[src/hw/rtl/pxu_pkg.sv]
`timescale 1ns / 1ps
`default_nettype none
// ----------------------------------------------------------------------------
// pxu_pkg: shared types and constants of the pixel unpacker
// Transaction payloads, configuration bundle, register and mode codes.
// ----------------------------------------------------------------------------
package pxu_pkg;

   localparam int PALETTE_ENTRIES = 256;
   localparam int PAL_IDX_W       = (PALETTE_ENTRIES > 1) ? $clog2(PALETTE_ENTRIES) : 1;
   localparam int PIXEL_BITS      = 32;
   localparam int CHANNEL_BITS    = 8;
   localparam int AMT_W           = $clog2(PIXEL_BITS + 1);
   localparam int CSR_ADDR_W      = 5;
   localparam int CSR_DATA_W      = 32;

   localparam logic ACTION_LOAD  = 1'b0;
   localparam logic ACTION_PIXEL = 1'b1;

   typedef enum logic [1:0] {
      MODE_GRAY    = 2'd0,
      MODE_PALETTE = 2'd1,
      MODE_DIRECT  = 2'd2
   } visual_mode_type;

   typedef enum logic [2:0] {
      REG_VISUAL_MODE     = 3'd0,
      REG_BYTES_PER_PIXEL = 3'd1,
      REG_MSB_FIRST       = 3'd2,
      REG_RED_SEL         = 3'd3,
      REG_GREEN_SEL       = 3'd4,
      REG_BLUE_SEL        = 3'd5
   } reg_index_type;

   typedef struct packed {
      logic        action;
      logic [7:0]  byte0;
      logic [7:0]  byte1;
      logic [7:0]  byte2;
      logic [7:0]  byte3;
      logic [7:0]  map_index;
      logic [15:0] map_red;
      logic [15:0] map_green;
      logic [15:0] map_blue;
   } req_type;

   typedef struct packed {
      logic [7:0] red;
      logic [7:0] green;
      logic [7:0] blue;
   } rsp_type;

   // Shift amount per channel is trailing zeros plus popcount of the mask,
   // applied to the masked pixel with eight guard bits below it.
   typedef struct packed {
      logic [1:0]            visual_mode;
      logic [2:0]            bytes_per_pixel;
      logic                  msb_first;
      logic [PIXEL_BITS-1:0] red_sel;
      logic [PIXEL_BITS-1:0] green_sel;
      logic [PIXEL_BITS-1:0] blue_sel;
      logic [AMT_W-1:0]      red_amt;
      logic [AMT_W-1:0]      green_amt;
      logic [AMT_W-1:0]      blue_amt;
   } cfg_type;

endpackage
`default_nettype wire

[src/hw/rtl/pxu_csr.sv]
`timescale 1ns / 1ps
`default_nettype none
// ----------------------------------------------------------------------------
// pxu_csr: configuration register file
// APB-style write and read of mode, byte layout and channel masks.
// ----------------------------------------------------------------------------
module pxu_csr
   import pxu_pkg::*;
(
   input  wire logic                  clock,
   input  wire logic                  reset,
   input  wire logic                  psel,
   input  wire logic                  penable,
   input  wire logic                  pwrite,
   input  wire logic [CSR_ADDR_W-1:0] paddr,
   input  wire logic [CSR_DATA_W-1:0] pwdata,
   output logic      [CSR_DATA_W-1:0] prdata,
   output logic                       pready,
   output cfg_type                    cfg
);

   function automatic logic [AMT_W-1:0] shift_amount(input logic [PIXEL_BITS-1:0] mask);
      logic [PIXEL_BITS-1:0] below;
      below = ~mask & (mask - PIXEL_BITS'(1));
      return AMT_W'($countones(below)) + AMT_W'($countones(mask));
   endfunction

   cfg_type    cfg_ff;
   cfg_type    cfg_in;
   logic       wr_en;
   logic [2:0] reg_idx;

   assign pready  = 1'b1;
   assign reg_idx = paddr[4:2];
   assign wr_en   = psel && penable && pwrite;

   always_comb begin
      cfg_in = cfg_ff;
      if (wr_en) begin
         unique case (reg_idx)
            REG_VISUAL_MODE:     cfg_in.visual_mode     = pwdata[1:0];
            REG_BYTES_PER_PIXEL: cfg_in.bytes_per_pixel = pwdata[2:0];
            REG_MSB_FIRST:       cfg_in.msb_first       = pwdata[0];
            REG_RED_SEL: begin
               cfg_in.red_sel = pwdata;
               cfg_in.red_amt = shift_amount(pwdata);
            end
            REG_GREEN_SEL: begin
               cfg_in.green_sel = pwdata;
               cfg_in.green_amt = shift_amount(pwdata);
            end
            REG_BLUE_SEL: begin
               cfg_in.blue_sel = pwdata;
               cfg_in.blue_amt = shift_amount(pwdata);
            end
            default: ;
         endcase
      end
   end

   always_comb begin
      unique case (reg_idx)
         REG_VISUAL_MODE:     prdata = {30'd0, cfg_ff.visual_mode};
         REG_BYTES_PER_PIXEL: prdata = {29'd0, cfg_ff.bytes_per_pixel};
         REG_MSB_FIRST:       prdata = {31'd0, cfg_ff.msb_first};
         REG_RED_SEL:         prdata = cfg_ff.red_sel;
         REG_GREEN_SEL:       prdata = cfg_ff.green_sel;
         REG_BLUE_SEL:        prdata = cfg_ff.blue_sel;
         default:             prdata = '0;
      endcase
   end

   always_ff @(posedge clock) begin
      if (reset) begin
         cfg_ff.visual_mode     <= MODE_GRAY;
         cfg_ff.bytes_per_pixel <= 3'd1;
         cfg_ff.msb_first       <= 1'b0;
         cfg_ff.red_sel         <= '0;
         cfg_ff.green_sel       <= '0;
         cfg_ff.blue_sel        <= '0;
         cfg_ff.red_amt         <= AMT_W'(PIXEL_BITS);
         cfg_ff.green_amt       <= AMT_W'(PIXEL_BITS);
         cfg_ff.blue_amt        <= AMT_W'(PIXEL_BITS);
      end else begin
         cfg_ff <= cfg_in;
      end
   end

   assign cfg = cfg_ff;

endmodule
`default_nettype wire

[config.mk]
export PLATFORM = sky130hd
export DESIGN_NAME = pxu_csr
export DESIGN_NICKNAME = d
export VERILOG_FILES = /design/src/hw/rtl/pxu_pkg.sv /design/src/hw/rtl/pxu_csr.sv
export SDC_FILE = /design/constraint.sdc
export NUM_CORES = 1
export LEC_CHECK = 0
export BUFFER_PORTS_ARGS = -buffer_cell sky130_fd_sc_hd__buf_2
export CAP_MARGIN = 5
export CELL_PAD_IN_SITES_DETAIL_PLACEMENT = 1
export CELL_PAD_IN_SITES_GLOBAL_PLACEMENT = 2
export CORE_ASPECT_RATIO = 1.4
export CORE_MARGIN = 2
export CORE_UTILIZATION = 30
export DETAILED_ROUTE_END_ITERATION = 10
export PLACE_DENSITY = 0.85
export SETUP_SLACK_MARGIN = 0.2
export SKIP_LAST_GASP = 1
export SLEW_MARGIN = 40
export SYNTH_ARGS = -nofsm -noshare
export SYNTH_HDL_FRONTEND = slang
export SYNTH_SLANG_ARGS = --single-unit
[constraint.sdc]
create_clock -name clock -period 16.59 [get_ports clock]
set_clock_uncertainty 0.15 [all_clocks]
set_input_delay 0.8295 -clock clock [delete_from_list [all_inputs] [get_ports clock]]
set_output_delay 0.8295 -clock clock [all_outputs]
set_load 0.1 [all_outputs]
* Yosys cells after proc, flatten, opt, wreduce, memory -nomap -nowiden
Cells that the tools add are included.
** Storage, ports and cells
- Register bits :: 120
- Input bits :: 42
- Output and inout bits :: 153
- Word-level logic and storage cells :: 90
** Cells by class
- $add $sub $neg :: 64
- Equality and inequality tests :: 5
- Mux-type cells :: 1
- Bitwise logic cells :: 2
- Reductions and logical operators :: 9
** Operator list (number)
- 32-bit one-hot mux with 6 select lines :: 1
- 6-bit adder :: 11
- 1-bit by 1-bit adder with 2-bit output :: 32
- 2-bit by 2-bit adder with 3-bit output :: 16
- 32-bit AND :: 1
- 32-bit inverter :: 1
- 32-bit by 1-bit subtractor with 32-bit output, second input constant :: 1
- 3-bit by 3-bit adder with 4-bit output :: 4
- 2-bit AND reduction :: 6
- 3-bit by 2-bit equality test with 1-bit output, second input constant :: 2
- 3-bit equality test, second input constant :: 2
- 3-bit by 1-bit equality test with 1-bit output, second input constant :: 1
- 3-bit logical NOT :: 1
- 1-bit logical AND :: 2

* Depth between registers and ports, before layout
Gate-level depths: netlist of the first run.
- Depth in word-level cells :: 8
- Depth in mapped cells :: 26
- Mapped depth without buffers :: 25

* Worst setup path after synthesis of the first run
No wires, ideal clock.
- Path type :: input-to-reg
- Start point :: input port pwdata[0]
- End point :: register cfg_ff, in the netlist cfg[17]
- Library setup time :: 0.132 ns
- Arrival :: 6.874 ns
- Data required time :: 16.308 ns
- Setup slack :: 9.435 ns
- Cell stages on the path :: 26
- Buffers on the path :: 1
- Cell sequence :: clkbuf_1 > inv_1 > ha_1 > nor4b_2 > and3_1 > nand3_1 > nor4_1 > fa_1 > ha_1 > ha_1 > inv_1 > fa_1 > inv_1 > fa_1 > inv_1 > fa_1 > fa_1 > fa_1 > inv_1 > ha_1 > inv_1 > fa_1 > nand2b_1 > a21oi_1 > xnor2_1 > o21ai_0
** Between the ends
- Word-level cells in the longest chain between the ends :: 8
** RTL lines
- start: declaration :: line pxu_csr.sv:16 : input wire logic [CSR_DATA_W-1:0] pwdata,
- 32-bit by 1-bit subtractor with 32-bit output or 32-bit inverter (tied branches) :: line pxu_csr.sv:24 : below = ~mask & (mask - PIXEL_BITS'(1));
- 32-bit AND :: line pxu_csr.sv:24
- 1-bit by 1-bit adder with 2-bit output (implied by the code) :: line pxu_csr.sv:25 : return AMT_W'($countones(below)) + AMT_W'($countones(mask));
- 2-bit by 2-bit adder with 3-bit output (implied by the code) :: line pxu_csr.sv:25
- 6-bit adder (implied by the code) (3 in series) :: line pxu_csr.sv:25
- 6-bit adder * :: line pxu_csr.sv:25
- end signal: assignment :: line pxu_csr.sv:85 : cfg_ff <= cfg_in;
- end: declaration :: line pxu_csr.sv:28 : cfg_type cfg_ff;
Mark *: on every way between the ends. The rest lies on a longest branch, timed or not.
A chain may end at the register's enable or synchronous reset.

* Worst setup path after layout of the first run
- Start point :: input port pwdata[0]
- End point :: register cfg_ff, in the netlist cfg[11]
The elaborated chain is that of the path after synthesis.

==> results of run 1 <==
layer usage:
layer	global-route usage, %	vias to the layer above
met1	23.7	3326
met4	6.85	6
li1	-	3278
met2	36.1	142
met3	4.05	43
met5	0	-
cell usage in the layout (no fill, tap or decap), types with 3 or more instances in the layout:
master,instances
nand2_1,253
buf_2,190
dfxtp_1,120
a21oi_1,113
inv_1,100
fa_1,54
ha_1,42
o21ai_0,39
mux2i_1,33
nor2_1,18
clkbuf_16,17
nor3_1,13
xnor2_1,7
nor4_1,6
buf_4,6
nand2b_1,5
and3_1,4
nor2b_1,4
nand4_1,4
or3_1,4
a21o_1,4
clkinv_4,4
clkinv_2,4
xor2_1,3
nor2_4,3
or2_4,3
nand3b_1,3
o311ai_0,3
a211oi_1,3
through the flow:
stage	utilization [%]	hold slack, ns
2_1_floorplan	-	0.734
3_3_place_gp	35.2	0.290
3_5_place_dp	35.3	0.297
4_1_cts	37.7	0.305
5_1_grt	37.7	0.329
6_report	37.7	0.304
worst max-delay path: stages:
cell,delay [ns]
buf_2,0.18
inv_1,0.10
ha_1,0.17
nor4b_2,0.49
and3_1,0.33
nand3_1,0.18
nor4_1,0.34
fa_1,0.47
ha_1,0.22
ha_1,0.28
inv_1,0.05
fa_1,0.47
inv_1,0.06
fa_1,0.49
inv_1,0.05
fa_1,0.47
fa_1,0.52
fa_1,0.48
inv_1,0.07
ha_1,0.17
inv_1,0.06
fa_1,0.40
nand2b_1,0.17
a21oi_1,0.15
xnor2_1,0.19
o21ai_0,0.12
layout make-up:
cell class / instances / share of cell area [%]
tap: 315 / 4.28
clock inverter: 14 / 1.60
multi-input combinational: 644 / 48.0
clock buffer: 18 / 4.77
antenna: 2 / 0.0543
inverter: 100 / 4.08
sequential: 120 / 26.1
timing repair buffer: 198 / 11.1
cells by family after synthesis:
| kind of cell | Yosys count | synth area share, % |
|---|---|---|
| other | 1 | 0.0508 |
| flip-flops | 120 | 32.5 |
| XOR/XNOR | 10 | 1.19 |
| AND/OR/NAND/NOR | 335 | 19.7 |
| buffers and inverters | 152 | 7.98 |
| multiplexers | 35 | 4.93 |
| AO/OA/AOI/OAI | 166 | 11.8 |
| adder cells (fa/ha/maj) | 97 | 21.9 |
how the worst min path moves through the flow:
stage	from	endpoint	slack, ns
finish	cfg[12]	cfg[12]	0.30
global route	cfg[15]	cfg[15]	0.33
CTS	cfg[12]	cfg[12]	0.30
detailed placement	cfg[12]	cfg[12]	0.30
global placement	cfg[1]	cfg[1]	0.29
floorplan	cfg[0]	cfg[0]	0.73
power by group through the flow:
stage / registers (mW) / logic (mW) / clock network, mW
after global placement: 0.301 / 0.543 / 0
after floorplan: 0.331 / 0.377 / 0
after CTS: 0.295 / 0.558 / 0.380
after detailed placement: 0.301 / 0.551 / 0
final: 0.295 / 0.540 / 0.372
after global routing: 0.295 / 0.616 / 0.392
==> qor.csv, run 1 <==
metric,value,unit
fill count,3008,
per-cell routed wire length,18.2,um
Rel. slew slack,51.9,%
initial antenna violation count,5,
most common cell in the netlist,nand2_1,
arrival time worst endpoint,7.50,ns
Post-DP HPWL,18700,um
global route overflow,0,
Tot Pwr,1.21,mW
# hold bufs at CTS,0,
Startpoint Class,primary input,
detailed-route DRC error count,0,
Final WS setup,9.22,ns
Sw Share,39.7,%
Die Ht,190,um
P&R area growth vs syn,24.7,%
worst endpoint required time,16.72,ns
worst slack at placement,8.73,ns
number of hold violations in the final report,0,
Cells on Worst Hold Path,2,
H-Tree Depth,4,
Async SR Flop Fraction,0,%
"Max FO, Critical Path",10,
WS Path Type,in2reg,
Avg Vias per Cell,4.82,
max reg flops,120,
synth cell count leaders,"nand2_1 (253), dfxtp_1 (120), a21oi_1 (113)",
metal2 WL,13300,um
unrepaired setup endpoints after global routing,no,
Iteration-0 DRC Markers,243,
R2R depth,2,
Reg area,2400,um2
uppermost layer routed,met5,
r2r setup slk,15.60,ns
DRT Wirelength,25700,um
syn avg cell area,8.07,um2
port bufs,191,
"area leader, netlist",dfxtp_1,
"non-filler cells, final",1411,
R2R Path End,cfg[115],
Clock transition at path regs,0.06,ns
Setup crit end kind,register,
pwr dens,131,nW/um2
CTS tree,yes,
post-place instance area,8620,um2
die area,25900,um2
Post-Route M1 WL,10700,um
Final GP Congestion,0.845,
Yosys warning count,0,
crit path capture,cfg[11],
Logic pwr share,44.7,%
post-route cell area,9210,um2
Total GRT Usage,20.2,%
"FF+latch count, synth",120,
Post-Syn Instances,916,
placed insts,1377,
crit path from,pwdata[0],
Yosys top cell area share,32.5,%
Int Power,0.728,mW
TNS Setup,0,ns
first-pass GRT wire length,39900,um
largest net degree at the start of global routing,91,
clk_lat worst skew,0.42,ns
worst reg2reg startpoint,cfg[115],
Seq pwr share,24.4,%
synthesized cell area,7390,um2
root buf cell,clkbuf_16,
final worst path period share,44.4,%
Initial DRT Pass Iterations,6,
clock buffer depth,2,
CTS Sinks,120,
register area share after synthesis,32.5,%
status,finished clean,
DRT antenna net count,0,
Synth Flop Type,dfxtp_1,
Worst Max-Slew Pin Slew,0.721,ns
endpoints failing setup,0,
via count,6795,
number of synthesized flops with an enable pin,0,
synth unique cells,45,
Ports,195,
Max-Cap Viols,0,
sw power,0.479,mW
syn nets,1054,
Initial Util,30.3,%
PostCTS Resize Cnt,0,
die width,137,um
fin crit period,7.37,ns
leak pwr,4.23,nW
CTS buffer count,17,
Peak VDD IR,0.0857,mV
Rows,68,
Met3 Wirelength,1070,um
Slew Limit Fails,0,
Layout Nets,1219,
"Setup Fix Bufs, Post-CTS",0,
Hold Path Class,reg2reg,
share of layout cells above drive strength 1,22.6,%
Multi-input gate area,4420,um2
vias in the first global route,7044,
Synth area leaders,"dfxtp_1 (33%), fa_1 (15%), nand2_1 (13%)",
core area,24400,um2
Fmax,136,MHz
Clk pwr share,30.8,%
(Power assumes the default switching activity.)
==> run 2, diff against run 1 <==
Clock period 16.59 ns to 7 ns, I/O delays scaled along.
==> run 2 against run 1 <==
Effect of this change: hold slack worse by 0.23 ns; sequential power up 140%; largest cell class unchanged; critical path depth down 4.
==> qor.csv, run 2 (same netlist as run 1, synthesis figures left out) <==
metric,value,unit,change
arrival time worst endpoint,6.72,ns,-0.78 ns
H-Tree Depth,4,,unchanged
critical path cell sequence,"buf_2, fa_1, inv_1, fa_1, fa_1, inv_1, ha_1, fa_1, inv_1, fa_1, fa_1, fa_1, fa_1, fa_1, inv_1, ha_1, inv_1, fa_1, buf_4, xnor2_1, nand2_1, a21oi_1",,
TNS Setup,0,ns,unchanged
Rows,68,,unchanged
endpoints failing setup,0,,unchanged
Post-DP HPWL,19100,um,+1.7%
Hold Path Class,in2reg,,
worst endpoint required time,7.20,ns,-9.52 ns
most frequent cells in the layout,"nand2_1 (253), buf_2 (190), dfxtp_1 (120), a21oi_1 (113), inv_1 (100)",,
Setup crit end kind,register,,
Layout Nets,1236,,+1.4%
fin crit period,6.52,ns,
Clock transition at path regs,0.06,ns,about the same
WP buf/inv,7,,unchanged
Seq pwr share,23.8,%,-0.6 points
hold_ws,0.0781,ns,-0.226 ns
unrepaired setup endpoints after global routing,no,,
WS Path Type,in2reg,,
max reg flops,120,,unchanged
CP max-delay cell,fa_1,,
Total GRT Usage,20.4,%,+0.19 points
Clk pwr share,31.2,%,+0.4 points
DRT antenna net count,0,,unchanged
die area,25900,um2,unchanged
sw power,1.17,mW,+140%
final worst path period share,93.2,%,
CTS Sinks,120,,unchanged
antenna cells,0,,-2
pwr dens,313,nW/um2,+140%
CTS buffer count,17,,unchanged
via count,6912,,+1.7%
Ports,195,,unchanged
Initial DRT Pass Iterations,4,,-2
status,finished clean,,
global route overflow,0,,unchanged
Final GP Congestion,0.834,,-1.2%
DRT Wirelength,25800,um,about the same
Peak VDD IR,0.188,mV,+120%
Int Power,1.77,mW,+140%
leak pwr,4.33,nW,+2.3%
share of layout cells above drive strength 1,24.0,%,+1.5 points
"Max FO, Critical Path",3,,-7
vias in the first global route,7237,,+2.7%
Worst Max-Slew Pin Slew,0.721,ns,+0.000285 ns
number of hold violations in the final report,0,,unchanged
Fmax,153,MHz,
# hold bufs at CTS,0,,unchanged
per-cell routed wire length,18.1,um,-0.96%
root buf cell,clkbuf_16,,
first-pass GRT wire length,40400,um,+1.2%
CTS tree,yes,,
P&R area growth vs syn,27.2,%,
Sw Share,39.7,%,about the same
Initial Util,30.3,%,unchanged
Worst path top cell family by delay,adder cells,,
core area,24400,um2,unchanged
clock buffer depth,2,,unchanged
Die Ht,190,um,unchanged
Iteration-0 DRC Markers,206,,-15%
Avg Vias per Cell,4.85,,+0.65%
Max-Cap Viols,0,,unchanged
"most common cell after layout, fill and taps aside",nand2_1,,
Rel. slew slack,51.9,%,about the same
detailed-route DRC error count,0,,unchanged
initial antenna violation count,0,,-5
Logic pwr share,45.0,%,+0.3 points
largest net degree at the start of global routing,83,,-8.8%
Startpoint Class,primary input,,
clk_lat worst skew,0.42,ns,about the same
Slew Limit Fails,0,,unchanged
die width,137,um,unchanged
cell mode on critical path,fa_1,,
port bufs,191,,unchanged
Critical Path Max Stage Delay,0.53,ns,about the same
==> run 2: changes by cell type in the layout (fill, tap and decap cells not counted), sizes merged <==
cell	delta
bufinv	+1
clkinv	-1
buf	+17
diode	-2
==> run 2: cell type report <==
type                            count  area, um2
Inverter                          100        375
Fill cell                        3013      15000
Clock inverter                     14        173
Sequential cell                   120       2400
Clock buffer                       18        439
Tap cell                          315        394
Timing Repair Buffer              215       1170
Multi-Input combinational cell    644       4440
==> run 2: worst paths after layout <==
kind	from	end	slack [ns]	cells after the start
worst min-delay path	pwdata[21]	cfg[103]	0.08	3
worst max register to register	cfg[115]	cfg[115]	6.01	2
worst max-delay path	pwdata[8]	cfg[3]	0.48	22
worst min register to register	cfg[3]	cfg[3]	0.30	2
==> run 2: worst reg2reg max path, delay by kind of cell, from the launching register on <==
kind,cells,cell delay (ns)
compound gates,1,0.26
flops,1,0.34
simple gates,1,0.14
==> run 2: metrics by stage <==
| step | utilization, % | cell area [um2] | instances | worst slack (ns) | power, mW |
|---|---|---|---|---|---|
| finish | 38.5 | 9400 | 1426 | 0.476 | 2.94 |
| global route | 38.5 | 9400 | 1426 | 0.178 | 3.15 |
| CTS | 38.4 | 9370 | 1426 | 0.448 | 3.00 |
| detailed placement | 35.9 | 8760 | 1394 | 0.0334 | 2.06 |
| global placement | 35.7 | 8710 | 1392 | 0.0496 | 2.02 |
| floorplan | - | 7390 | 916 | 0.324 | 1.68 |
==> run 2: routing by layer <==
| layer | track usage, % | wire length [um] | up-vias |
|---|---|---|---|
| met1 | 24.6 | 11100 | 3428 |
| li1 | - | - | 3305 |
| met5 | 0 | 0 | - |
| met3 | 2.93 | 724 | 34 |
| met4 | 6.73 | 611 | 0 |
| met2 | 36.7 | 13400 | 145 |
==> run 2: power groups by stage <==
stage / clock, mW / sequential (mW) / combinational (mW)
2_1_floorplan: 0 / 0.783 / 0.894
3_5_place_dp: 0 / 0.714 / 1.34
3_3_place_gp: 0 / 0.714 / 1.30
4_1_cts: 0.941 / 0.699 / 1.36
6_report: 0.917 / 0.699 / 1.32
5_1_grt: 0.966 / 0.700 / 1.49
==> run 2: repair_timing <==
action	CTS	global route
gates resized for setup	0	3
endpoints found under the setup margin	0	6
buffers inserted	0	0
==> run 3, diff against run 2 <==
Settings changed: CORE_ASPECT_RATIO 1.4 to 1.25.
==> run 3 against run 2 <==
Effect of this change: clock power rose by 4.3%; maximum frequency fell by 0.15%; register-to-register slack barely moved; sequential share of layout area fell by 0.29 points; cell count rose by 1.5%; non-clock buffer count rose by 5; final area rose by 1.2%; global-route usage rose by 0.19 points; critical path depth did not move; sequential power barely moved; critical endpoint is now cfg[5]; largest power group unchanged.
==> qor.csv, run 3 (same netlist as run 1, synthesis figures left out) <==
metric,value,unit,change
number of hold violations in the final report,0,,unchanged
fill count,2999,,-0.46%
largest net degree at the start of global routing,84,,+1.2%
fin crit period,6.53,ns,+0.00967 ns
Total GRT Usage,20.6,%,+0.19 points
DRT Wirelength,26200,um,+1.8%
WS Path Type,in2reg,,
max reg flops,120,,unchanged
root buf cell,clkbuf_16,,
most frequent cells in the layout,"nand2_1 (253), buf_2 (190), dfxtp_1 (120), a21oi_1 (112), inv_1 (100)",,
status,finished clean,,
Worst Max-Slew Pin Slew,0.755,ns,+0.0335 ns
"Max FO, Critical Path",3,,unchanged
Die Ht,179,um,-5.4%
Clock transition at path regs,0.06,ns,about the same
hold wc startpoint,pwdata[13],,
die area,25900,um2,about the same
die width,144,um,+5.7%
post-place instance area,8820,um2,+0.69%
R2R Path End,cfg[115],,
Max-Cap Viols,0,,unchanged
worst endpoint required time,7.13,ns,-0.07 ns
DRT antenna net count,0,,unchanged
Iteration-0 DRC Markers,258,,+25%
"most common cell after layout, fill and taps aside",nand2_1,,
clock buffer depth,2,,unchanged
Post-DP HPWL,19400,um,+2.0%
vias in the first global route,7225,,-0.17%
Final GP Congestion,0.864,,+3.6%
Seq pwr share,23.2,%,-0.6 points
Sw Share,39.6,%,-0.18 points
global route overflow,0,,unchanged
sw power,1.19,mW,+2.1%
arrival time worst endpoint,6.66,ns,-0.06 ns
Fmax,153,MHz,-0.15%
Ports,195,,unchanged
Reg area,2400,um2,unchanged
post-route cell area,9500,um2,+1.2%
leak pwr,4.37,nW,+1.1%
R2R depth,2,,unchanged
clk_lat worst skew,0.42,ns,about the same
Setup crit end kind,register,,
H-Tree Depth,4,,unchanged
Logic pwr share,45.1,%,about the same
unrepaired setup endpoints after global routing,no,,
Rows,64,,-5.9%
worst reg2reg startpoint,cfg[115],,
initial antenna violation count,2,,+2
CTS tree,yes,,
pwr dens,317,nW/um2,+1.4%
Int Power,1.82,mW,+2.9%
Clk pwr share,31.7,%,+0.5 points
Multi-input gate area,4460,um2,+0.31%
via count,6914,,+0.029%
r2r setup slk,6.01,ns,about the same
hold_ws,0.0713,ns,-0.00684 ns
hold worst-path end,cfg[31],,
port bufs,191,,unchanged
final worst path period share,93.3,%,+0.14 points
Rel. slew slack,49.7,%,-2.2 points
endpoints failing setup,0,,unchanged
Avg Vias per Cell,4.77,,-1.5%
CTS Sinks,120,,unchanged
detailed-route DRC error count,0,,unchanged
"non-filler cells, final",1448,,+1.5%
Cells on Worst Hold Path,3,,unchanged
Initial Util,30.4,%,+0.093 points
first-pass GRT wire length,40900,um,+1.2%
Peak VDD IR,0.182,mV,-2.8%
Layout Nets,1241,,+0.40%
Startpoint Class,primary input,,
core area,24300,um2,-0.31%
Initial DRT Pass Iterations,4,,unchanged
share of layout cells above drive strength 1,24.6,%,+0.52 points
CTS buffer count,17,,unchanged
P&R area growth vs syn,28.6,%,
Hold Path Class,in2reg,,
# hold bufs at CTS,0,,unchanged
Slew Limit Fails,0,,unchanged
placed insts,1413,,+1.4%
per-cell routed wire length,18.1,um,+0.28%
==> run 3: changes by cell type in the layout (fill, tap and decap cells not counted), moves of 2 or more <==
cell,change
buf_4,+4
clkinv_4,+2
diode_2,+2
xnor2_1,-2
xnor2_2,+2
==> run 3: final cells by class <==
class	instances	share of cell area, %
Timing Repair Buffer	220	12.8
Tap cell	330	4.34
Inverter	100	3.95
Sequential cell	120	25.3
Antenna cell	2	0.0527
Clock buffer	18	4.62
Clock inverter	14	2.09
Multi-Input combinational cell	644	46.9
==> run 3: critical path, cell delays in order <==
cell,delay (ns)
buf_2,0.13
fa_1,0.53
inv_1,0.05
fa_1,0.46
fa_1,0.50
inv_1,0.05
ha_1,0.20
fa_1,0.49
inv_1,0.07
fa_1,0.51
fa_1,0.53
fa_1,0.58
fa_1,0.45
fa_1,0.49
inv_1,0.07
ha_1,0.17
inv_1,0.07
fa_1,0.40
nand2b_1,0.17
a21oi_2,0.17
xnor2_2,0.14
o21ai_0,0.09
==> run 3: how the worst max path moves through the flow <==
| stage | to | cells past startpoint | slack [ns] | start |
|---|---|---|---|---|
| 3_3_place_gp | cfg[11] | 22 | 0.08 | pwdata[8] |
| 3_5_place_dp | cfg[17] | 22 | -0.06 | pwdata[0] |
| 4_1_cts | cfg[11] | 26 | 0.34 | pwdata[0] |
| 6_report | cfg[5] | 22 | 0.47 | pwdata[8] |
| 5_1_grt | cfg[17] | 22 | 0.20 | pwdata[8] |
| 2_1_floorplan | cfg[17] | 26 | 0.32 | pwdata[0] |
==> run 3: routing by layer <==
metal	part of all wire [%]	wire length [um]	up-vias	global-route usage [%]
met1	43	11400	3422	26.3
met3	4.5	1180	25	3.04
li1	-	-	3318	-
met4	1.7	444	0	6.21
met5	0	0	-	0
met2	50	13200	149	35.6
==> run 3: per-stage QoR <==
| step | worst slack, ns | TNS (ns) | power, mW | utilization (%) |
|---|---|---|---|---|
| final | 0.467 | 0 | 3.01 | 39.0 |
| after floorplan | 0.324 | 0 | 1.68 | - |
| after detailed placement | -0.0583 | -0.170 | 2.08 | 36.2 |
| after CTS | 0.337 | 0 | 3.05 | 38.9 |
| after global placement | 0.0756 | 0 | 2.03 | 36.0 |
| after global routing | 0.205 | 0 | 3.20 | 39.0 |
==> run 3: power groups by stage <==
| stage | Sequential, mW | Combinational [mW] | Clock (mW) |
|---|---|---|---|
| 2_1_floorplan | 0.783 | 0.894 | 0 |
| 3_3_place_gp | 0.714 | 1.32 | 0 |
| 3_5_place_dp | 0.715 | 1.37 | 0 |
| 4_1_cts | 0.700 | 1.38 | 0.974 |
| 5_1_grt | 0.701 | 1.51 | 0.999 |
| 6_report | 0.700 | 1.36 | 0.956 |
==> run 3: timing repair <==
item | CTS | global route
resized for setup | 0 | 6
endpoints found under the setup margin | 0 | 3
setup buffers | 0 | 1
